## config.mk

```make
export PLATFORM = sky130hd
export DESIGN_NAME = compact_vlc_decoder
export DESIGN_NICKNAME = d
export VERILOG_FILES = /design/src/rtl/core/cvlc_pkg.sv /design/src/rtl/core/compact_vlc_decoder.sv
export SDC_FILE = /design/constraint.sdc
export NUM_CORES = 1
export LEC_CHECK = 0
export ABC_AREA = 1
export BUFFER_PORTS_ARGS = -buffer_cell sky130_fd_sc_hd__buf_2
export CAP_MARGIN = 10
export CORE_ASPECT_RATIO = 1.1
export CORE_UTILIZATION = 61
export DETAILED_ROUTE_END_ITERATION = 12
export PLACE_DENSITY_LB_ADDON = 0.3
export SETUP_SLACK_MARGIN = 0.4
export SLEW_MARGIN = 20
export SYNTH_ARGS = -nofsm -noshare
export SYNTH_HDL_FRONTEND = slang
export SYNTH_SLANG_ARGS = --single-unit
```

## constraint.sdc

```tcl
create_clock -name clk -period 5.2 [get_ports clk]
set_input_delay 0.52 -clock clk [delete_from_list [all_inputs] [get_ports clk]]
set_output_delay 0.52 -clock clk [all_outputs]
set_load 0.01 [all_outputs]
```

## src/rtl/core/cvlc_pkg.sv

```systemverilog
// cvlc_pkg: value kind and status codes, header constants and the range check
// for the compact vlc decoder
// depends on nothing; imported by compact_vlc_decoder and the testbench
package cvlc_pkg;

    localparam int unsigned MAX_PAYLOAD_BYTES = 8;
    localparam int unsigned VALUE_W           = 64;

    typedef enum logic [3:0] {
        KIND_BOOL     = 4'd0,
        KIND_U8       = 4'd1,
        KIND_U16      = 4'd2,
        KIND_U32      = 4'd3,
        KIND_U64      = 4'd4,
        KIND_I8       = 4'd5,
        KIND_I16      = 4'd6,
        KIND_I32      = 4'd7,
        KIND_I64      = 4'd8,
        KIND_PRESENCE = 4'd9
    } kind_t;

    typedef enum logic [2:0] {
        ST_OK        = 3'd0,
        ST_RANGE     = 3'd1,
        ST_BOOL      = 3'd2,
        ST_PRESENCE  = 3'd3,
        ST_LENGTH    = 3'd4
    } status_t;

    // ones above the 7-bit and 14-bit short payloads
    localparam logic [VALUE_W-1:0] EXT7_MASK  = 64'hffff_ffff_ffff_ff80;
    localparam logic [VALUE_W-1:0] EXT14_MASK = 64'hffff_ffff_ffff_c000;

    function automatic logic kind_is_signed(input logic [3:0] kind);
        return (kind == KIND_I8) || (kind == KIND_I16) ||
               (kind == KIND_I32) || (kind == KIND_I64);
    endfunction

    // ones above the top byte of an n-byte long-form payload
    function automatic logic [VALUE_W-1:0] ext_mask(input logic [3:0] nbytes);
        logic [VALUE_W-1:0] m;
        m = '0;
        for (int i = 0; i < MAX_PAYLOAD_BYTES; i++)
        begin
            if (4'(i) >= nbytes)
            begin
                m[8*i +: 8] = 8'hff;
            end
        end
        return m;
    endfunction

    function automatic status_t range_check(input logic [3:0] kind,
                                            input logic [VALUE_W-1:0] v);
        status_t st;
        st = ST_OK;
        case (kind)
            KIND_BOOL:
            begin
                if (|v[63:8])
                    st = ST_RANGE;
                else if (|v[7:1])
                    st = ST_BOOL;
            end
            KIND_U8:  st = (|v[63:8])  ? ST_RANGE : ST_OK;
            KIND_U16: st = (|v[63:16]) ? ST_RANGE : ST_OK;
            KIND_U32: st = (|v[63:32]) ? ST_RANGE : ST_OK;
            // signed fit: everything from the sign bit up is all zeros or all ones
            KIND_I8:  st = ((&v[63:7])  || !(|v[63:7]))  ? ST_OK : ST_RANGE;
            KIND_I16: st = ((&v[63:15]) || !(|v[63:15])) ? ST_OK : ST_RANGE;
            KIND_I32: st = ((&v[63:31]) || !(|v[63:31])) ? ST_OK : ST_RANGE;
            KIND_PRESENCE: st = (v == 64'd1) ? ST_OK : ST_PRESENCE;
            default:  st = ST_OK;
        endcase
        return st;
    endfunction

endpackage

```

## src/rtl/core/compact_vlc_decoder.sv

```systemverilog
// compact_vlc_decoder: byte-at-a-time decoder for compact binary variable-length values
// depends on cvlc_pkg for kind/status codes, header constants and the range check
//
// Takes one encoded byte per cycle on the input channel; a header byte also latches
// the value kind. Every accepted byte is decoded in a single pass of logic between the
// decoder state registers and the result register, so a completed value is offered on
// the output channel the cycle after its last byte is accepted. The sustained rate is
// one byte per cycle; in_ready drops only while a finished result sits unaccepted in
// the result register, which is the one buffering stage between the two sides.
module compact_vlc_decoder
    import cvlc_pkg::*;
(
    input  logic         clk,
    input  logic         rst_n,
    input  logic         in_valid,
    output logic         in_ready,
    input  logic [7:0]   byte_in,
    input  logic [3:0]   value_kind,
    output logic         out_valid,
    input  logic         out_ready,
    output logic [63:0]  value,
    output logic         is_null,
    output logic [2:0]   status
);

    logic         phase_reg, phase_next;
    logic [3:0]   bytes_left_reg, bytes_left_next;
    logic [3:0]   field_length_reg, field_length_next;
    logic [3:0]   kind_reg, kind_next;
    logic         short_form_reg, short_form_next;
    logic [63:0]  acc_reg, acc_next;

    logic         out_valid_reg;
    logic [63:0]  value_reg;
    logic         is_null_reg;
    status_t      status_reg;

    logic         in_fire;
    logic         emit;
    logic [63:0]  res_value;
    logic         res_null;
    status_t      res_status;
    logic         finish;
    logic [63:0]  fin_value;
    logic [2:0]   byte_idx;
    logic [63:0]  acc_merged;
    logic [3:0]   bytes_left_dec;

    assign in_ready = !out_valid_reg || out_ready;
    assign in_fire  = in_valid && in_ready;

    assign byte_idx       = 3'(field_length_reg - bytes_left_reg);
    assign acc_merged     = acc_reg | ({56'd0, byte_in} << {byte_idx, 3'b000});
    assign bytes_left_dec = bytes_left_reg - 4'd1;

    always_comb
    begin
        phase_next        = phase_reg;
        bytes_left_next   = bytes_left_reg;
        field_length_next = field_length_reg;
        kind_next         = kind_reg;
        short_form_next   = short_form_reg;
        acc_next          = acc_reg;
        emit              = 1'b0;
        res_value         = '0;
        res_null          = 1'b0;
        res_status        = ST_OK;
        finish            = 1'b0;
        fin_value         = '0;

        if (in_fire)
        begin
            if (!phase_reg)
            begin
                kind_next = value_kind;
                if (!byte_in[7])
                begin
                    // single-byte value, 7 bits
                    res_value = {57'd0, byte_in[6:0]};
                    if (kind_is_signed(value_kind) && byte_in[6])
                        res_value = res_value | EXT7_MASK;
                    res_status = range_check(value_kind, res_value);
                    emit       = 1'b1;
                end
                else if (!byte_in[6])
                begin
                    // two-byte short form, low 6 bits now
                    acc_next          = {58'd0, byte_in[5:0]};
                    short_form_next   = 1'b1;
                    field_length_next = 4'd1;
                    bytes_left_next   = 4'd1;
                    phase_next        = 1'b1;
                end
                else if (byte_in[5:0] == 6'd0)
                begin
                    res_null = 1'b1;
                    emit     = 1'b1;
                end
                else if (byte_in[5:0] > 6'(MAX_PAYLOAD_BYTES))
                begin
                    res_status = ST_LENGTH;
                    emit       = 1'b1;
                end
                else
                begin
                    field_length_next = byte_in[3:0];
                    bytes_left_next   = byte_in[3:0];
                    short_form_next   = 1'b0;
                    acc_next          = '0;
                    phase_next        = 1'b1;
                end
            end
            else if (short_form_reg)
            begin
                fin_value = acc_reg | {50'd0, byte_in, 6'd0};
                if (kind_is_signed(kind_reg) && byte_in[7])
                    fin_value = fin_value | EXT14_MASK;
                finish = 1'b1;
            end
            else if (bytes_left_dec != 4'd0)
            begin
                acc_next        = acc_merged;
                bytes_left_next = bytes_left_dec;
            end
            else
            begin
                // last payload byte carries the sign bit
                fin_value = acc_merged;
                if (kind_is_signed(kind_reg) && byte_in[7])
                    fin_value = fin_value | ext_mask(field_length_reg);
                finish = 1'b1;
            end

            if (finish)
            begin
                phase_next      = 1'b0;
                bytes_left_next = 4'd0;
                short_form_next = 1'b0;
                acc_next        = '0;
                res_value       = fin_value;
                res_status      = range_check(kind_reg, fin_value);
                emit            = 1'b1;
            end
        end
    end

    always_ff @(posedge clk or negedge rst_n)
    begin
        if (!rst_n)
        begin
            phase_reg        <= 1'b0;
            bytes_left_reg   <= '0;
            field_length_reg <= '0;
            kind_reg         <= '0;
            short_form_reg   <= 1'b0;
            acc_reg          <= '0;
            out_valid_reg    <= 1'b0;
        end
        else
        begin
            phase_reg        <= phase_next;
            bytes_left_reg   <= bytes_left_next;
            field_length_reg <= field_length_next;
            kind_reg         <= kind_next;
            short_form_reg   <= short_form_next;
            acc_reg          <= acc_next;
            if (emit)
                out_valid_reg <= 1'b1;
            else if (out_ready)
                out_valid_reg <= 1'b0;
        end
    end

    // result payload, loaded only when the slot is free or being emptied
    always_ff @(posedge clk)
    begin
        if (emit)
        begin
            value_reg   <= res_value;
            is_null_reg <= res_null;
            status_reg  <= res_status;
        end
    end

    assign out_valid = out_valid_reg;
    assign value     = value_reg;
    assign is_null   = is_null_reg;
    assign status    = status_reg;

    // between values no payload bytes are outstanding
    a_idle_clean: assert property (@(posedge clk) disable iff (!rst_n)
        !phase_reg |-> (bytes_left_reg == 4'd0) && !short_form_reg && (acc_reg == 64'd0))
        else $error("decoder idle with payload state left over");

    a_count_bounds: assert property (@(posedge clk) disable iff (!rst_n)
        phase_reg |-> (bytes_left_reg != 4'd0) && (bytes_left_reg <= field_length_reg)
                      && (field_length_reg <= 4'(MAX_PAYLOAD_BYTES))
                      && (!short_form_reg || bytes_left_reg == 4'd1))
        else $error("payload byte count out of bounds");

    a_null_result: assert property (@(posedge clk) disable iff (!rst_n)
        out_valid_reg && is_null_reg |-> (value_reg == 64'd0) && (status_reg == ST_OK))
        else $error("null transaction with non-zero value or status");

    a_stall_only: assert property (@(posedge clk) disable iff (!rst_n)
        !in_ready |-> out_valid_reg && !out_ready)
        else $error("input stalled without a blocked result");

endmodule

```

Yosys cells after proc, flatten, opt, wreduce, memory -nomap -nowiden
Index checks and enable logic that the tools add are counted.
{"block": "totals", "reg_bits": 147, "latch_bits": 0, "ram_bits": 0, "mem_bits_ro": 0, "in_bits": 16, "output_inout_bits": 70, "n_memories": 0}
{"block": "classes", "addsub": 2, "mul": 0, "div_mod_pow": 0, "order_cmp": 9, "n_eq_ne": 27, "shift": 1, "muxes": 129, "bitwise_logic": 7, "reduce_logical": 55}
{"operator": "$mux W64", "count": 21}
{"operator": "$mux W8", "count": 48}
{"operator": "$eq A64 B1 Y1 const B", "count": 2}
{"operator": "$or A64 B64 Y64", "count": 2}
{"operator": "$reduce_and A57 Y1", "count": 2}
{"operator": "$reduce_or A57 Y1", "count": 2}
{"operator": "$reduce_or A56 Y1", "count": 2}
{"operator": "$reduce_and A49 Y1", "count": 2}
{"operator": "$reduce_or A49 Y1", "count": 2}
{"operator": "$reduce_or A48 Y1", "count": 2}
{"operator": "$reduce_and A33 Y1", "count": 2}
{"operator": "$reduce_or A33 Y1", "count": 2}
{"operator": "$or A64 B14 Y64", "count": 1}
{"operator": "$reduce_or A32 Y1", "count": 2}
{"operator": "$shl A8 B6 Y64", "count": 1}
{"operator": "$pmux W3 S8", "count": 2}
{"operator": "$mux W1", "count": 38}
{"operator": "$mux W4", "count": 8}
{"operator": "$eq A4 B3 Y1 const B", "count": 6}
{"operator": "$mux W3", "count": 6}
{"operator": "$eq A4 B2 Y1 const B", "count": 4}
{"operator": "$eq A4 B4 Y1 const B", "count": 4}
{"operator": "$ge A3 B4 Y1 const A", "count": 4}
{"operator": "$reduce_or A7 Y1", "count": 2}
{"operator": "other kinds (25)", "count": 63}

Depth between registers and ports, before layout
{"block": "logic_depth", "depth_word": 22, "ltp_mapped": 24, "ltp_nobuf": 22}

Worst setup path after synthesis
Ideal clock, no wire load.
{"block": "synth_timing", "path_kind": "input to register", "from": "input port byte_in[6]", "to": "register is_null_reg, in the netlist is_null, enable pin", "arrival_time_ns": 4.053, "slack_ns": 0.652, "stages": 7, "path_cell_list": "clkbuf_1 > nand3_1 > inv_1 > a21oi_1 > nand3_1 > o21ai_0 > nor2_1"}
{"block": "synth_between", "elab_chain_cells": 5}
{"element": "start, declared", "line": "compact_vlc_decoder.sv:17", "source": "input logic [7:0] byte_in,"}
{"element": "$mux W1", "line": "compact_vlc_decoder.sv:85", "source": "else if (!byte_in[6])"}
{"element": "$mux W1", "line": "compact_vlc_decoder.sv:76", "source": "if (!byte_in[7])"}
{"element": "$mux W1", "line": "compact_vlc_decoder.sv:73", "source": "if (!phase_reg)"}
{"element": "$mux W1", "line": "compact_vlc_decoder.sv:134", "source": "if (finish)"}
{"element": "$mux W1", "line": "compact_vlc_decoder.sv:71", "source": "if (in_fire)"}
{"element": "named net emit", "line": "compact_vlc_decoder.sv:39", "source": "logic emit;"}
{"element": "end signal, assigned", "line": "compact_vlc_decoder.sv:180", "source": "is_null_reg <= res_null;"}
{"element": "end, declared", "line": "compact_vlc_decoder.sv:35", "source": "logic is_null_reg;"}
The timed path passes the listed nets, and every way through them passes these cells.
A chain may end at the register's enable or synchronous reset.

Final worst setup path
{"block": "layout_timing", "from": "register bytes_left_reg[0]", "to": "register status_reg[0], in the netlist status[0] (data pin)"}
{"block": "layout_between", "elab_chain_cells": 15, "word_cells_on_any_way": 41, "cone_classes": "add/sub: 2; eq/ne: 1; shift: 1; mux: 19; bitwise: 2; reduce/logical: 16"}
{"element": "start, declared", "line": "compact_vlc_decoder.sv:27", "source": "logic [3:0] bytes_left_reg, bytes_left_next;"}
{"element": "start signal, assigned", "line": "compact_vlc_decoder.sv:162", "source": "bytes_left_reg <= bytes_left_next;"}
{"element": "$sub A3 B3 Y3", "line": "compact_vlc_decoder.sv:52", "source": "assign byte_idx = 3'(field_length_reg - bytes_left_reg);"}
{"element": "$shl A8 B6 Y64", "line": "compact_vlc_decoder.sv:53", "source": "assign acc_merged = acc_reg | ({56'd0, byte_in} << {byte_idx, 3'b000});"}
{"element": "$or A64 B64 Y64", "line": "compact_vlc_decoder.sv:53"}
{"element": "$or A64 B64 Y64", "line": "compact_vlc_decoder.sv:130", "source": "fin_value = fin_value | ext_mask(field_length_reg);"}
{"element": "$mux W64", "line": "compact_vlc_decoder.sv:129", "source": "if (kind_is_signed(kind_reg) && byte_in[7])"}
{"element": "$mux W64", "line": "compact_vlc_decoder.sv:120", "source": "else if (bytes_left_dec != 4'd0)"}
{"element": "$mux W64", "line": "compact_vlc_decoder.sv:113", "source": "else if (short_form_reg)"}
{"element": "$mux W64", "line": "compact_vlc_decoder.sv:73"}
{"element": "$mux W64", "line": "compact_vlc_decoder.sv:71"}
{"element": "$reduce_or A57 Y1, or another cell as far along", "line": "cvlc_pkg.sv:69", "source": "KIND_I8: st = ((&v[63:7]) || !(|v[63:7])) ? ST_OK : ST_RANGE;"}
{"element": "$logic_not A1 Y1 (on tied branches)", "line": "cvlc_pkg.sv:69, cvlc_pkg.sv:70, cvlc_pkg.sv:71"}
{"element": "$logic_or A1 B1 Y1 (on tied branches)", "line": "cvlc_pkg.sv:69, cvlc_pkg.sv:70, cvlc_pkg.sv:71"}
{"element": "$mux W1 (on tied branches)", "line": "cvlc_pkg.sv:69, cvlc_pkg.sv:70, cvlc_pkg.sv:71"}
{"element": "$pmux W3 S8", "line": "cvlc_pkg.sv:57", "source": "case (kind)"}
{"element": "$mux W3 (*)", "line": "compact_vlc_decoder.sv:134"}
{"element": "end signal, assigned", "line": "compact_vlc_decoder.sv:181", "source": "status_reg <= res_status;"}
{"element": "end, declared", "line": "compact_vlc_decoder.sv:36", "source": "status_t status_reg;"}
Mark *: on every way between the ends. The rest lies on a longest branch, timed or not. The select of a mux whose other input is x is not followed.

==> summary.txt <==
Power and ir drop
  • Flop pwr share: 0.240
  • Internal power: 3.55 mW
  • Leak pwr: 5.20 nW
  • Max VDD drop: 0.609 mV
  • Switching share of power: 0.516
  • P per Cell Area: 701 nW/um^2
  • Power Total: between 7 and 8 mW
  • Sw power: 3.79 mW
  • Clk network pwr share: 0.173
  • Logic pwr share: 0.586

Critical path
  • CP endpoint: status[0]$_SDFFCE_PN0P_
  • Critical-path cell list: ha_1, fa_1, inv_1, nor3_1, nand3_1, nand2_1, inv_1, nand3_1, nand3_1, nor2_1, nand2_1, nor2_1, nand2_1, nor2_1, nand2_1, nand3_1, nand3_1, o21bai_1, a21oi_1
  • Reg2Reg Depth: 19
  • Crit path top cell by count: nand3_1
  • R2R Path Start: bytes_left_reg[0]$_DFFE_PN0P_
  • CP Data Required Time: 5340 ps
  • Worst EP arrival: 4570 ps
  • Reg2Reg Setup Slack: 780 ps
  • Buffers plus inverters on the worst setup path: 2
  • Crit Path Class: register to register
  • Critical path launch point type: register
  • Max incr delay on CP: about 760 ps
  • Crit path launch: bytes_left_reg[0]$_DFFE_PN0P_
  • CP Max Fanout: 20
  • Reg-to-Reg End: status[0]$_SDFFCE_PN0P_
  • Crit path depth: 19
  • CP Capture Type: register
  • Critical path's top delay family: simple AND/OR/NAND/NOR gates
  • Critical-path cell with the highest stage delay: fa_1

Drt
  • DRT Pass-1 Iters: 6
  • WL per Instance: 18.2 um
  • WL final: 29900 um
  • DRC Markers: 0
  • Routed vias: 9778
  • Met2 WL: 13500 um
  • Top Metal Used: met4
  • Met1 WL: 11400 um
  • Met3 Routed Length: 3500 um
  • Routed vias/inst: between 5 and 6
  • Detailed Route Iter0 Violations: 1580
  • Final ANT Viol Nets: 0

Synthesis
  • Synth Warn #: 0
  • Commonest cells in the netlist: 396 x nand2_1, 227 x nor2_1, 148 x inv_1
  • Top-count cell post-synth: nand2_1
  • Asr flop ratio synth: 0.537
  • Cells after Synth: around 1400
  • Syn Area/Cell: about 7 um^2
  • Top cells by area, synth: edfxtp_1 22%, dfrtp_1 21%, nand2_1 16%
  • Leading area contributor after synthesis: edfxtp_1
  • Yosys cell types: 36
  • Net count after synthesis: 1391
  • Number of synthesized flops with an enable pin: 68
  • Synth top area share: 0.219
  • Ys flop type: dfrtp_1
  • Yosys reg bits: 147
  • Sequential element share of the synthesized area: 0.431
  • Post-Syn Area: 9330 um^2

STA
  • Sum of negative setup slack: 0 ps
  • Period minus WS final: 4420 ps
  • Final Worst Setup Slack: 779 ps
  • Fin crit share: 0.850
  • Fmax: approximately 0.23 GHz
  • Worst Clk Skew: about 10 ps
  • RSZ-0062 raised after global routing: no
  • Final Hold Viols: 0
  • Slew at the pin closest to its max-slew limit: 890 ps
  • Worst-case headroom to the max-slew limit: 0.406
  • Final Setup Violations: 0
  • Final Max Tran Viols: 0

Min path
  • Worst Hold Class: primary input to async pin

Floorplan
  • Area of the core: 15000 um^2
  • Die area: roughly 16000 um^2
  • Die Span Y: 132 um
  • Cell row count: between 40 and 50
  • Initial Util: 0.622
  • # IOs: 86
  • Die width: 120 um

Finish
  • Nets: 1452
  • Area growth syn-to-layout: 12.3%
  • N_diodes: 0
  • Post-route insts no fill: between 1500 and 2000
  • Share of cells above drive strength 1: 0.117
  • Final-layout fill cell count: ~1300
  • Area of the multi-input gates: 4440 um^2
  • Final core utilization: 0.699
  • Sequential cell area: 4020 um^2

Clock network
  • Post-CTS Setup Bufs: 0
  • Hold-fix buffers, CTS: 0
  • Post_cts resized: 0
  • Htree depth: 4
  • Total CTS buffers: 17
  • Worst-Skew Late Latency: 430 ps
  • CTS clk-pin slew, worst paths: about 60 ps
  • CTS tree: yes
  • Total clock sinks: roughly 150
  • Clock Tree Root: clkbuf_16
  • Clk buf depth: 2

Place
  • GP Congestion: 1.02
  • Post-placement cell count: 1609
  • DP HPWL: around 21000 um
  • Port bufs: 85
  • DP Worst Slack: 995 ps

Global routing
  • Antenna violations before repair: 0
  • Largest net degree at the start of global routing: 80
  • Number of global-route vias before repair: 8737
  • Total global-route track usage: 0.389
  • First-pass GRT wire length: 46800 um
  • Grt total ovfl: 0

Run
  • Max Cap Violations: 0

Run status
  • Outcome: finished clean
[per-layer routing]
metal / track usage / up-vias
met5: 0 / -
met4: 0.199 / 0
met3: 0.0990 / 126
met2: 0.577 / 629
met1: 0.526 / 4494
li1: - / 4529
[power groups by stage]
stage	sequential (mW)	combinational (mW)	clock, mW
final	1.77	4.31	1.27
after detailed placement	1.78	4.15	0
after global placement	1.77	4.10	0
after CTS	1.76	4.19	1.27
after global routing	1.79	4.75	1.31
after floorplan	1.83	2.98	0
[through the flow]
step | area [um^2] | hold WS [ps]
3_5_place_dp | 9870 | 501
3_3_place_gp | 9870 | 495
4_1_cts | 10500 | 332
5_1_grt | 10500 | 214
2_1_floorplan | 9330 | 224
6_report | 10500 | 134
[kinds of logic (layout without fill, tap and decap cells)]
logic type	after synthesis	after routing	share of synthesized area
compound gates	167	167	0.0967
simple gates	827	827	0.371
buf+inv	226	300	0.0957
fa+ha+maj	4	4	0.00617
flops	147	147	0.431
[layout make-up]
class,instances,area share
repair buffers,100,0.0520
inverters,168,0.0602
well taps,196,0.0234
clock buffers,22,0.0443
flip-flops and latches,147,0.384
multi-input cells,998,0.424
clock inverters,10,0.0128
[worst min path at each step]
stage                               startpoint                               to  slack, ps  cells past startpoint
5_1_grt                                  rst_n    bytes_left_reg[3]$_DFFE_PN0P_        210                      1
3_3_place_gp   field_length_reg[0]$_DFFE_PN0P_  field_length_reg[0]$_DFFE_PN0P_        490                      2
3_5_place_dp   field_length_reg[0]$_DFFE_PN0P_  field_length_reg[0]$_DFFE_PN0P_        500                      2
2_1_floorplan                            rst_n           acc_reg[0]$_DFFE_PN0P_        220                      0
4_1_cts                          value_kind[3]          kind_reg[3]$_DFFE_PN0P_        330                      3
6_report                                 rst_n    bytes_left_reg[3]$_DFFE_PN0P_        130                      1
[layout by cell type, fill, tap and decap left out, types with 5 or more instances in the layout]
cell       instances
inv_1            148
nand2_4            7
nand3_1          136
inv_2             18
a31oi_1           10
clkbuf_16         17
nor3_1            35
dfrtp_1           79
buf_4             15
o221ai_1           5
edfxtp_1          68
nand2_1          395
nand4_1           12
nor2_1           225
nand2_2            8
a21oi_1          117
buf_2             84
o21ai_1            7
o21ai_0           15
(Power assumes the default switching activity.)
